## src/rtl/jost_pkg.sv

```systemverilog
`default_nettype none

package jost_pkg;

  // sizing
  localparam int MAX_MEMBERS   = 16;
  localparam int MAX_TOKEN_LEN = 1024;
  localparam int MCW           = $clog2(MAX_MEMBERS + 1);
  localparam int TCW           = 10;
  localparam int IDXW          = 4;
  localparam int TOK_LIM_FULL  = MAX_TOKEN_LEN - 1;
  localparam int TOK_LIM       = (TOK_LIM_FULL > 1023) ? 1023 : TOK_LIM_FULL;

  // characters of the grammar
  localparam logic [7:0] CH_LBRACE = 8'h7B;
  localparam logic [7:0] CH_QUOTE  = 8'h22;
  localparam logic [7:0] CH_COLON  = 8'h3A;
  localparam logic [7:0] CH_COMMA  = 8'h2C;
  localparam logic [7:0] CH_RBRACE = 8'h7D;
  localparam logic [7:0] CH_BSLASH = 8'h5C;
  localparam logic [7:0] CH_U      = 8'h75;
  localparam logic [7:0] CH_SLASH  = 8'h2F;
  localparam logic [7:0] CH_B      = 8'h62;
  localparam logic [7:0] CH_T      = 8'h74;
  localparam logic [7:0] CH_N      = 8'h6E;
  localparam logic [7:0] CH_F      = 8'h66;
  localparam logic [7:0] CH_R      = 8'h72;
  localparam logic [7:0] CH_TAB    = 8'h09;
  localparam logic [7:0] CH_LF     = 8'h0A;
  localparam logic [7:0] CH_CR     = 8'h0D;
  localparam logic [7:0] CH_SPACE  = 8'h20;

  typedef enum logic [3:0] {
    ST_BEGIN_OBJECT = 4'd1,
    ST_BEGIN_KEY    = 4'd2,
    ST_KEY          = 4'd3,
    ST_END_KEY      = 4'd4,
    ST_BEGIN_VALUE  = 4'd5,
    ST_STRING       = 4'd6,
    ST_INT          = 4'd7,
    ST_END_VALUE    = 4'd8,
    ST_ESC          = 4'd9,
    ST_ESC_U1       = 4'd10,
    ST_ESC_U2       = 4'd11,
    ST_ESC_U3       = 4'd12,
    ST_ESC_U4       = 4'd13,
    ST_END_OBJECT   = 4'd14,
    ST_ERROR        = 4'd15
  } pstate_t;

  typedef enum logic [2:0] {
    ROLE_STRUCT = 3'd0,
    ROLE_KEY    = 3'd1,
    ROLE_STRVAL = 3'd2,
    ROLE_DIGIT  = 3'd3,
    ROLE_ERROR  = 3'd4
  } role_t;

  typedef enum logic [1:0] {
    STAT_BUSY   = 2'd0,
    STAT_ACCEPT = 2'd1,
    STAT_ERROR  = 2'd2
  } status_t;

  // tokenizer state carried from byte to byte
  typedef struct packed {
    pstate_t          st;
    logic [MCW-1:0]   mcount;
    logic [TCW-1:0]   tcount;
  } tok_state_t;

  // one result word
  typedef struct packed {
    role_t             role;
    logic [IDXW-1:0]   idx;
    logic              newm;
    logic [TCW-1:0]    pos;
    status_t           status;
  } tok_res_t;

  function automatic logic is_ws(input logic [7:0] c);
    return (c == CH_TAB) || (c == CH_LF) || (c == CH_CR) || (c == CH_SPACE);
  endfunction

  function automatic logic is_digit(input logic [7:0] c);
    return (c >= 8'h30) && (c <= 8'h39);
  endfunction

  function automatic logic is_lower(input logic [7:0] c);
    return (c >= 8'h61) && (c <= 8'h7A);
  endfunction

  function automatic logic is_hex(input logic [7:0] c);
    return is_digit(c) || ((c >= 8'h61) && (c <= 8'h66)) || ((c >= 8'h41) && (c <= 8'h46));
  endfunction

  function automatic logic is_esc_lit(input logic [7:0] c);
    return (c == CH_BSLASH) || (c == CH_QUOTE) || (c == CH_SLASH) || (c == CH_B) ||
           (c == CH_T) || (c == CH_N) || (c == CH_F) || (c == CH_R);
  endfunction

  // state reached by the byte that follows a value
  function automatic pstate_t after_value(input logic [7:0] c);
    if (is_ws(c)) return ST_END_VALUE;
    if (c == CH_COMMA) return ST_BEGIN_KEY;
    if (c == CH_RBRACE) return ST_END_OBJECT;
    return ST_ERROR;
  endfunction

endpackage

`default_nettype wire

```

## src/rtl/json_object_subset_tokenizer_unit.sv

```systemverilog
// Byte-serial tokenizer for a flat object of lowercase keys with string or
// unsigned integer values.
// Input channel: one document byte per word on in_tdata, in_tlast marks the
// final byte of the document. Output channel: one result word per input word,
// in order; out_tuser carries the byte role and the new-member flag, out_tdata
// the member index, position inside the key or value, and document status.
// Each byte's result is registered, in the output register or the skid register.
// Throughput: one byte per cycle while in_tready is high; the tokenizer state
// update is a single combinational step from the state registers, so each byte
// can be taken without waiting on the one before it.
// A two-word output stage (result register plus skid register) lets a byte be
// taken in the cycle in which the receiver first stalls; in_tready drops only
// while the skid register is full and returns once the receiver takes a word.
// Reset (rst_n low, synchronous) empties the output stage and puts the
// tokenizer into its begin-object state with no members; the same state is
// entered after every byte marked last.
// A syntax error is sticky: every later byte of the document reports the
// error role and error status until the final byte.
`default_nettype none

module json_object_subset_tokenizer_unit (
  input  logic        clk,
  input  logic        rst_n,
  input  logic        in_tvalid,
  output logic        in_tready,
  input  logic [7:0]  in_tdata,   // [7:0] data_byte
  input  logic        in_tlast,   // last_byte
  output logic        out_tvalid,
  input  logic        out_tready,
  output logic [15:0] out_tdata,  // [3:0] member_index, [13:4] token_position,
                                  // [15:14] doc_status
  output logic [3:0]  out_tuser   // [2:0] byte_role, [3] new_member
);
  import jost_pkg::*;

  tok_state_t state_r;
  tok_state_t state_nxt;
  tok_res_t   res_nxt;
  tok_res_t   out_r;
  tok_res_t   skid_r;
  logic       out_v_r;
  logic       skid_v_r;
  logic       acc;

  jost_step u_step (
    .cur       (state_r),
    .data_byte (in_tdata),
    .last_byte (in_tlast),
    .nxt       (state_nxt),
    .res       (res_nxt)
  );

  assign in_tready = !skid_v_r;
  assign acc       = in_tvalid && in_tready;

  // tokenizer state
  always_ff @(posedge clk) begin
    if (!rst_n) begin
      state_r.st     <= ST_BEGIN_OBJECT;
      state_r.mcount <= '0;
      state_r.tcount <= '0;
    end else if (acc) begin
      state_r <= state_nxt;
    end
  end

  // output register with skid stage
  always_ff @(posedge clk) begin
    if (!rst_n) begin
      out_v_r  <= 1'b0;
      skid_v_r <= 1'b0;
    end else if (!out_v_r || out_tready) begin
      if (skid_v_r) begin
        out_v_r  <= 1'b1;
        skid_v_r <= 1'b0;
      end else begin
        out_v_r <= acc;
      end
    end else if (acc) begin
      skid_v_r <= 1'b1;
    end
  end

  // payload, no reset
  always_ff @(posedge clk) begin
    if (!out_v_r || out_tready) begin
      if (skid_v_r) out_r <= skid_r;
      else if (acc) out_r <= res_nxt;
    end else if (acc) begin
      skid_r <= res_nxt;
    end
  end

  assign out_tvalid = out_v_r;
  assign out_tdata  = {out_r.status, out_r.pos, out_r.idx};
  assign out_tuser  = {out_r.newm, out_r.role};

  // skid stage only fills behind a waiting result
  a_skid_behind_out: assert property (@(posedge clk) disable iff (!rst_n)
    skid_v_r |-> out_v_r)
    else $error("skid word without output word");

  // error role always carries error status
  a_err_status: assert property (@(posedge clk) disable iff (!rst_n)
    (out_v_r && out_r.role == ROLE_ERROR) |-> out_r.status == STAT_ERROR)
    else $error("error role without error status");

  // a new key opens on a structural byte at position zero
  a_newm_shape: assert property (@(posedge clk) disable iff (!rst_n)
    (out_v_r && out_r.newm) |-> (out_r.role == ROLE_STRUCT && out_r.pos == '0))
    else $error("new member flag on a non-quote result");

  // final byte returns the tokenizer to its start state
  a_last_restart: assert property (@(posedge clk) disable iff (!rst_n)
    (acc && in_tlast) |=> (state_r.st == ST_BEGIN_OBJECT && state_r.mcount == '0))
    else $error("tokenizer not restarted after final byte");

endmodule

`default_nettype wire

```

## src/rtl/jost_step.sv

```systemverilog
`default_nettype none

module jost_step (
  input  jost_pkg::tok_state_t cur,
  input  logic [7:0]           data_byte,
  input  logic                 last_byte,
  output jost_pkg::tok_state_t nxt,
  output jost_pkg::tok_res_t   res
);
  import jost_pkg::*;

  pstate_t        st;
  role_t          role;
  logic           newm;
  logic [TCW-1:0] pos;
  logic [MCW-1:0] mcount;
  logic [TCW-1:0] tcount;
  logic [TCW-1:0] tick_base;
  logic           do_tick;
  logic [TCW-1:0] tick_next;
  logic [MCW-1:0] mdec;

  // saturating position counter, base is 0 when a key or a value opens
  assign tick_next = (tick_base < TCW'(TOK_LIM)) ? tick_base + 1'b1 : tick_base;

  // per-state decode of the byte
  always_comb begin
    st        = cur.st;
    role      = ROLE_STRUCT;
    newm      = 1'b0;
    mcount    = cur.mcount;
    tick_base = cur.tcount;
    do_tick   = 1'b0;
    unique case (cur.st)
      ST_BEGIN_OBJECT: begin
        if (!is_ws(data_byte)) st = (data_byte == CH_LBRACE) ? ST_BEGIN_KEY : ST_ERROR;
      end
      ST_BEGIN_KEY: begin
        if (!is_ws(data_byte)) begin
          if (data_byte == CH_QUOTE && cur.mcount < MCW'(MAX_MEMBERS)) begin
            mcount    = cur.mcount + 1'b1;
            newm      = 1'b1;
            tick_base = '0;
            st        = ST_KEY;
          end else begin
            st = ST_ERROR;
          end
        end
      end
      ST_KEY: begin
        if (data_byte == CH_QUOTE) st = ST_END_KEY;
        else if (is_lower(data_byte)) begin
          role    = ROLE_KEY;
          do_tick = 1'b1;
        end else st = ST_ERROR;
      end
      ST_END_KEY: begin
        if (!is_ws(data_byte)) st = (data_byte == CH_COLON) ? ST_BEGIN_VALUE : ST_ERROR;
      end
      ST_BEGIN_VALUE: begin
        if (!is_ws(data_byte)) begin
          if (data_byte == CH_QUOTE) begin
            tick_base = '0;
            st        = ST_STRING;
          end else if (is_digit(data_byte)) begin
            tick_base = '0;
            role      = ROLE_DIGIT;
            do_tick   = 1'b1;
            st        = ST_INT;
          end else st = ST_ERROR;
        end
      end
      ST_INT: begin
        if (is_digit(data_byte)) begin
          role    = ROLE_DIGIT;
          do_tick = 1'b1;
        end else st = after_value(data_byte);
      end
      ST_STRING: begin
        if (data_byte == CH_QUOTE) st = ST_END_VALUE;
        else begin
          role    = ROLE_STRVAL;
          do_tick = 1'b1;
          if (data_byte == CH_BSLASH) st = ST_ESC;
        end
      end
      ST_ESC: begin
        if (is_esc_lit(data_byte)) begin
          role    = ROLE_STRVAL;
          do_tick = 1'b1;
          st      = ST_STRING;
        end else if (data_byte == CH_U) begin
          role    = ROLE_STRVAL;
          do_tick = 1'b1;
          st      = ST_ESC_U1;
        end else st = ST_ERROR;
      end
      ST_ESC_U1, ST_ESC_U2, ST_ESC_U3, ST_ESC_U4: begin
        if (is_hex(data_byte)) begin
          role    = ROLE_STRVAL;
          do_tick = 1'b1;
          st      = (cur.st == ST_ESC_U4) ? ST_STRING : pstate_t'(cur.st + 4'd1);
        end else st = ST_ERROR;
      end
      ST_END_VALUE:  st = after_value(data_byte);
      ST_END_OBJECT: begin
        if (!is_ws(data_byte)) st = ST_ERROR;
      end
      default:       st = ST_ERROR;
    endcase
  end

  assign tcount = do_tick ? tick_next : tick_base;
  assign pos    = (do_tick && st != ST_ERROR) ? tick_base : '0;
  assign mdec   = mcount - 1'b1;

  // result word
  always_comb begin
    res.role   = (st == ST_ERROR) ? ROLE_ERROR : role;
    res.newm   = (st == ST_ERROR) ? 1'b0 : newm;
    res.pos    = pos;
    res.idx    = (mcount != '0) ? IDXW'(mdec) : '0;
    if (last_byte) res.status = (st == ST_END_OBJECT) ? STAT_ACCEPT : STAT_ERROR;
    else           res.status = (st == ST_ERROR) ? STAT_ERROR : STAT_BUSY;
  end

  // next state, back to start after the final byte
  always_comb begin
    if (last_byte) begin
      nxt.st     = ST_BEGIN_OBJECT;
      nxt.mcount = '0;
      nxt.tcount = '0;
    end else begin
      nxt.st     = st;
      nxt.mcount = mcount;
      nxt.tcount = tcount;
    end
  end

endmodule

`default_nettype wire

```

## config.mk

```make
export PLATFORM = sky130hd
export DESIGN_NAME = json_object_subset_tokenizer_unit
export DESIGN_NICKNAME = d
export VERILOG_FILES = /design/src/rtl/jost_pkg.sv /design/src/rtl/json_object_subset_tokenizer_unit.sv /design/src/rtl/jost_step.sv
export SDC_FILE = /design/constraint.sdc
export NUM_CORES = 1
export LEC_CHECK = 0
export BUFFER_PORTS_ARGS = -buffer_cell sky130_fd_sc_hd__buf_2
export CAP_MARGIN = 20
export CORE_UTILIZATION = 25
export DETAILED_ROUTE_END_ITERATION = 8
export PLACE_DENSITY_LB_ADDON = 0.3
export SLEW_MARGIN = 20
export SYNTH_ARGS = -nofsm -noshare
export SYNTH_HDL_FRONTEND = slang
export SYNTH_HIERARCHICAL = 1
export SYNTH_SLANG_ARGS = --single-unit
```

## constraint.sdc

```tcl
create_clock -name clk -period 2.75 [get_ports clk]
set_input_delay 0 -clock clk [delete_from_list [all_inputs] [get_ports clk]]
set_output_delay 0 -clock clk [all_outputs]
set_load 0.01 [all_outputs]
```

### Word-level counts from Yosys, hierarchy flattened

Cells that the tools add are included.

* register bits: 61
* output and inout port bits: 22
* logic and storage cells: 184
* input bits: 13

* reductions and logical operators: 28
* bitwise logic cells: 2
* add/subtract/negate cells: 4
* equal/unequal tests: 34
* magnitude comparators: 9
* muxes and demuxes: 92

Operators by type and width (number)
* $mux 4: 28
* $mux 10: 8
* $eq 8x7->1 const B: 9
* $pmux 4 s11: 1
* $eq 8x6->1 const B: 5
* $mux 20: 2
* $eq 4x4->1 const B: 9
* $mux 1: 33
* $eq 8x4->1 const B: 3
* $le 8x7->1 const B: 3
* $pmux 10 s2: 1
* $mux 19: 1
* $mux 3: 6
* $pmux 3 s6: 1
* $eq 4x3->1 const B: 4
* $ge 8x7->1 const B: 2
* $mux 5: 3
* $mux 2: 7
* $logic_or 1x1->1: 13
* $add 10x1->10 const B: 1
* $lt 10x10->1 const B: 1
* $eq 4x2->1 const B: 2
* $ge 8x6->1 const B: 1
* $le 8x6->1 const B: 1
* other kinds (15): 24

### Depth between registers and ports, before layout

* depth after elaboration: 24
* mapped depth: 16
* mapped depth without buffers: 15

### Hierarchy

Netlist, hierarchy kept.

Modules (own cells, without submodules)
* json_object_subset_tokenizer_unit: times used 1, area each 2394.8 um^2, seq. area each 1621.6 um^2, cells each 155
* jost_step: times used 1, area each 1652.8 um^2, seq. area each 0.0 um^2, cells each 270

### Worst setup path before layout

Ideal clock, no wire load.

* path kind: reg-to-reg
* start: reg state_r[15] (netlist name)
* end: reg out_r, in the netlist out_tdata[4] (data pin)
* buffers on the path: 2
* stages on the path, launching flop included: 12
* slack: -0.210 ns
* arrival: 2.700 ns
* library setup time: 0.260 ns
* clock period less this slack: 2.960 ns
* required time: 2.490 ns
* cells stage by stage: dfxtp_1 ha_1 clkbuf_1 nand3b_1 o22a_1 a31o_2 a21oi_1 nor4_1 or4_4 buf_6 and3_1 mux2_4

RTL lines
* start: declaration: line json_object_subset_tokenizer_unit.sv:36 `tok_state_t state_r;`
* start signal: assignment: line json_object_subset_tokenizer_unit.sv:63 `state_r <= state_nxt;`
* end signal: assignment: line json_object_subset_tokenizer_unit.sv:87 `if (skid_v_r) out_r <= skid_r;`
* end signal: assignment: line json_object_subset_tokenizer_unit.sv:88 `else if (acc) out_r <= res_nxt;`
* end: declaration: line json_object_subset_tokenizer_unit.sv:39 `tok_res_t out_r;`

==> results_tabular.tex <==
\begin{tabular}{lr}
\hline
Metric & Value \\
\hline
\multicolumn{2}{l}{\textbf{Worst setup path}} \\
\quad WS Path Type & flip-flop to flip-flop \\
\quad Kind of capture point of the worst setup path & flip-flop \\
\quad Data arrival time of the critical path & 2.89 ns \\
\quad Buf/Inv on CP & 1 \\
\quad Delay contributed by the slowest stage of the critical path & 0.60 ns \\
\quad Cell type group with the largest total delay on the critical path & simple AND/OR/NAND/NOR gates \\
\quad Required time worst endpoint & 2.83 ns \\
\quad Slowest stage cell, crit path & sky130\_fd\_sc\_hd\_\_or4\_4 \\
\quad Source of the worst register-to-register timing path & state\_r[15]\$\_SDFFE\_PN1P\_ \\
\quad Crit-path max FO & 6 \\
\quad Cells traversed along the worst timing path & buf\_6 > ha\_4 > nand3b\_1 > o22a\_4 > o221a\_1 > and4\_4 > or4\_4 > and3\_4 > mux2\_4 \\
\quad Launching element type of the critical path & flip-flop \\
\quad Reg2reg path depth & 9 \\
\quad Endpoint of the worst-slack reg-to-reg timing path & out\_tdata[5]\$\_DFFE\_PP\_ \\
\quad Minimum setup slack among reg-to-reg paths & -0.06 ns \\
\multicolumn{2}{l}{\textbf{Logic synthesis}} \\
\quad YS warnings & 6 \\
\quad Number of enable-type register cells in the synthesized netlist & 40 \\
\quad Flip-flop cell with the highest count after synthesis & sky130\_fd\_sc\_hd\_\_edfxtp\_1 \\
\quad Syn Inst Count & 425 \\
\quad Biggest area contributors in the synthesized netlist & sky130\_fd\_sc\_hd\_\_edfxtp\_1 30\%, sky130\_fd\_sc\_hd\_\_dfxtp\_1 10\%, sky130\_fd\_sc\_hd\_\_mux2i\_1 5.9\% \\
\quad Proportion of register bits with asynchronous set or reset after synthesis & 0 \\
\quad Seq cells post-synth & 61 \\
\quad Cell taking the most area after synthesis & sky130\_fd\_sc\_hd\_\_edfxtp\_1 \\
\quad Net count of the mapped netlist & 445 \\
\quad Mean area per synthesized cell & 9.52 sq um \\
\quad Post-synth cell types & 67 \\
\quad Portion of synthesized cell area occupied by the leading cell type & 0.297 \\
\quad Cell area after technology mapping & 0.00405 sq mm \\
\quad Proportion of synthesized chip area in sequential cells & 0.401 \\
\multicolumn{2}{l}{\textbf{Min path}} \\
\quad Start point of the worst hold path & in\_tvalid \\
\quad Endpoint, Worst Hold & skid\_v\_r\$\_SDFFE\_PP0P\_ \\
\quad Worst Hold Depth & 3 \\
\quad Type of the tightest min-delay check & primary input to flip-flop \\
\multicolumn{2}{l}{\textbf{Routing}} \\
\quad Detail Route Antenna Nets & 0 \\
\quad Average vias per placed instance & 4.72 \\
\quad Vias & 3604 \\
\quad Number of design-rule violations left by the first detailed-router iteration & 283 \\
\quad Total detailed-routing wirelength & 11.1 mm \\
\quad DR pass1 iterations & 4 \\
\quad Number of design rule violations left after detail routing & 0 \\
\quad Average routed wire per standard cell & 14.5 um \\
\multicolumn{2}{l}{\textbf{Floorplan}} \\
\quad CORE AREA & 0.0158 sq mm \\
\quad Initial core utilization & 0.256 \\
\quad Die Height & 129 um \\
\quad DIE WIDTH & 129 um \\
\quad Cell row count & 46 \\
\quad Full die area & 0.0167 sq mm \\
\quad Ports placed on the boundary & 35 \\
\multicolumn{2}{l}{\textbf{Flow run}} \\
\quad Total of max-cap violations & 0 \\
\multicolumn{2}{l}{\textbf{Final layout}} \\
\quad Most frequent standard cell in the layout excluding fill and tap cells & sky130\_fd\_sc\_hd\_\_buf\_4 \\
\quad Most frequent cells in the layout & 89 x sky130\_fd\_sc\_hd\_\_buf\_4, 52 x sky130\_fd\_sc\_hd\_\_nand2\_1, 41 x sky130\_fd\_sc\_hd\_\_nor2\_1, 40 x sky130\_fd\_sc\_hd\_\_edfxtp\_1, 34 x sky130\_fd\_sc\_hd\_\_buf\_2 \\
\quad Layout filler cell count & 1568 \\
\quad Layout area overhead & 42.0\% \\
\quad Share of layout cells above drive strength 1 & 0.431 \\
\quad Antenna diode instance count & 0 \\
\quad Fin nets & 563 \\
\multicolumn{2}{l}{\textbf{Timing}} \\
\quad Pins over their slew limit & 0 \\
\quad Post-route minimum period & 2.81 ns \\
\quad Worst slew margin relative to its limit & 0.437 \\
\quad Clock Skews & 0.00771 ns \\
\quad RSZ-0062 raised after global routing & yes \\
\quad Final period util & 1.02 \\
\quad Slew @ Worst Pin & 0.845 ns \\
\quad Final setup TNS & -0.472 ns \\
\quad Max Freq & 356 MHz \\
\quad Worst setup margin & -0.0569 ns \\
\quad Final hold violations & 0 \\
\quad Number of failing setup endpoints in the final timing report & 13 \\
\multicolumn{2}{l}{\textbf{Clock network}} \\
\quad Clock latency on the worst-skew pair & 0.33 ns \\
\quad Clock tree from TritonCTS & done \\
\quad Clock input transition at the sequential cells of the worst setup and hold paths & 0.06 ns \\
\quad H-tree levels & 3 \\
\quad CTS Buffer Depth & 2 \\
\quad Clock sinks & 61 \\
\quad TritonCTS buffer count & 9 \\
\quad Cell chosen for the clock root & sky130\_fd\_sc\_hd\_\_clkbuf\_16 \\
\multicolumn{2}{l}{\textbf{Global route}} \\
\quad First-pass GRT wire length & 17.9 mm \\
\quad Global route overflow & 0 \\
\quad Via count of the first global-routing pass & 3519 \\
\quad Total GRT Usage & 0.138 \\
\quad Pin count of the biggest net entering global routing & 40 \\
\quad Antenna violations before repair & 0 \\
\multicolumn{2}{l}{\textbf{Pwr}} \\
\quad Total chip power & 0.00267 W \\
\quad Cell internal pwr & 0.00193 W \\
\quad Sw Share & 0.278 \\
\quad Cell Pwr Density & 464 mW/mm\^{}2 \\
\quad Reported net switching power & 0.000743 W \\
\quad Leakage component of the power & 2.25 nW \\
\quad Clock network power share & 0.380 \\
\quad Worst-case vdd ir drop & 250 uV \\
\quad Power share of the combinational group & 0.227 \\
\quad Portion of total power attributed to sequential cells & 0.393 \\
\multicolumn{2}{l}{\textbf{Placed design}} \\
\quad Total of buffers placed on input and output ports & 34 \\
\quad Final GP Congestion & 0.896 \\
\quad Detail Placement HPWL & 8.08 mm \\
\multicolumn{2}{l}{\textbf{Status}} \\
\quad Outcome & complete, but fails checks \\
\quad Failing checks & negative setup slack \\
\hline
\end{tabular}
-- per-stage QoR --
step,utilization,worst slack [ns],instances,cell area [sq um],hold WS (ns)
final,0.363,-0.0569,764,5750,0.0731
after global routing,0.363,-0.148,764,5750,0.0812
after CTS,0.352,-0.0860,761,5570,0.0540
after detailed placement,0.319,-0.206,742,5050,0.340
after global placement,0.319,-0.244,742,5050,0.328
after floorplan,-,-0.000622,425,4140,0.172
-- power groups by stage --
stage               clock network [W]  registers, W  logic, W
detailed placement                  0       0.00106  0.000491
global placement                    0       0.00106  0.000490
floorplan                           0       0.00107  0.000298
CTS                           0.00104       0.00105  0.000566
finish                        0.00102       0.00105  0.000606
global route                  0.00108       0.00105  0.000654
-- kinds of logic (layout without fill, tap and decap cells) --
kind of cell    count (synthesis)  in the layout  share of synthesized area
simple gates                  202            203                      0.263
xor+xnor                       11             11                     0.0238
compound gates                 63             63                      0.107
fa+ha+maj                       7              7                     0.0216
buf+inv                        37            159                     0.0541
mux                            44             44                      0.130
flops                          61             61                      0.401
-- registers in the layout, indices dropped and copies added (netlist names) --
name,flops
state_r,19
out_tdata,16
skid_r,20
out_tuser,4
out_tvalid,1
skid_v_r,1
-- worst register-to-register path: cells and delay by family (launching register included) --
kind,cells,cell delay (ns)
AND/OR/NAND/NOR,4,1.16
AO/OA/AOI/OAI,2,0.48
flip-flops,1,0.40
multiplexers,1,0.26
adder cells (fa/ha/maj),1,0.14
buffers and inverters,1,0.11
-- cell type report --
class | count | area (sq um) | share of cell area
repair buffers | 131 | 927 | 0.161
multi-input cells | 328 | 2600 | 0.452
clock inverters | 5 | 26.3 | 0.00457
inverters | 12 | 52.6 | 0.00914
well taps | 216 | 270 | 0.0470
flip-flops and latches | 61 | 1630 | 0.284
clock buffers | 11 | 243 | 0.0422
-- metal layers --
layer	up-vias	routed length, um	global-route usage
met3	20	383	0.0239
met5	-	0	0
met1	1689	5130	0.173
met4	0	280	0.0623
met2	91	5280	0.231
li1	1804	-	-
-- cell usage after synthesis, types with 6 or more instances --
cell / count
sky130_fd_sc_hd__nor3_1: 9
sky130_fd_sc_hd__and2_1: 6
sky130_fd_sc_hd__dfxtp_1: 21
sky130_fd_sc_hd__and3_1: 16
sky130_fd_sc_hd__mux2i_1: 24
sky130_fd_sc_hd__mux2_4: 16
sky130_fd_sc_hd__edfxtp_1: 40
sky130_fd_sc_hd__buf_2: 6
sky130_fd_sc_hd__xor2_1: 7
sky130_fd_sc_hd__o21ai_0: 11
sky130_fd_sc_hd__nand4_1: 6
sky130_fd_sc_hd__nand3_1: 15
sky130_fd_sc_hd__nor2_1: 46
sky130_fd_sc_hd__a21oi_1: 11
sky130_fd_sc_hd__nor3b_1: 9
sky130_fd_sc_hd__inv_1: 11
sky130_fd_sc_hd__nand2_1: 56
sky130_fd_sc_hd__clkbuf_1: 10
sky130_fd_sc_hd__ha_1: 7
-- how the worst max path moves through the flow --
stage                         endpoint                     start  cells past startpoint  slack (ns)
2_1_floorplan   out_tdata[4]$_DFFE_PP_  state_r[15]$_SDFFE_PN1P_                     11     -0.0006
4_1_cts         out_tdata[8]$_DFFE_PP_  state_r[16]$_SDFFE_PN0P_                     10       -0.09
6_report        out_tdata[5]$_DFFE_PP_  state_r[15]$_SDFFE_PN1P_                      9       -0.06
3_5_place_dp    out_tdata[8]$_DFFE_PP_  state_r[16]$_SDFFE_PN0P_                     11       -0.21
5_1_grt        out_tdata[12]$_DFFE_PP_  state_r[16]$_SDFFE_PN0P_                     11       -0.15
3_3_place_gp    out_tdata[4]$_DFFE_PP_  state_r[16]$_SDFFE_PN0P_                     11       -0.24
-- what timing repair did --
action                     in CTS  in global routing
resized for setup              52                 36
buffers inserted                2                  4
pin swaps                      20                 22
cloned                          1                  0
hold endpoints to repair        1                  0
setup endpoints to repair      22                 29
hold buffers                    1                  0
No activity file was read; power rests on OpenSTA's default activity.
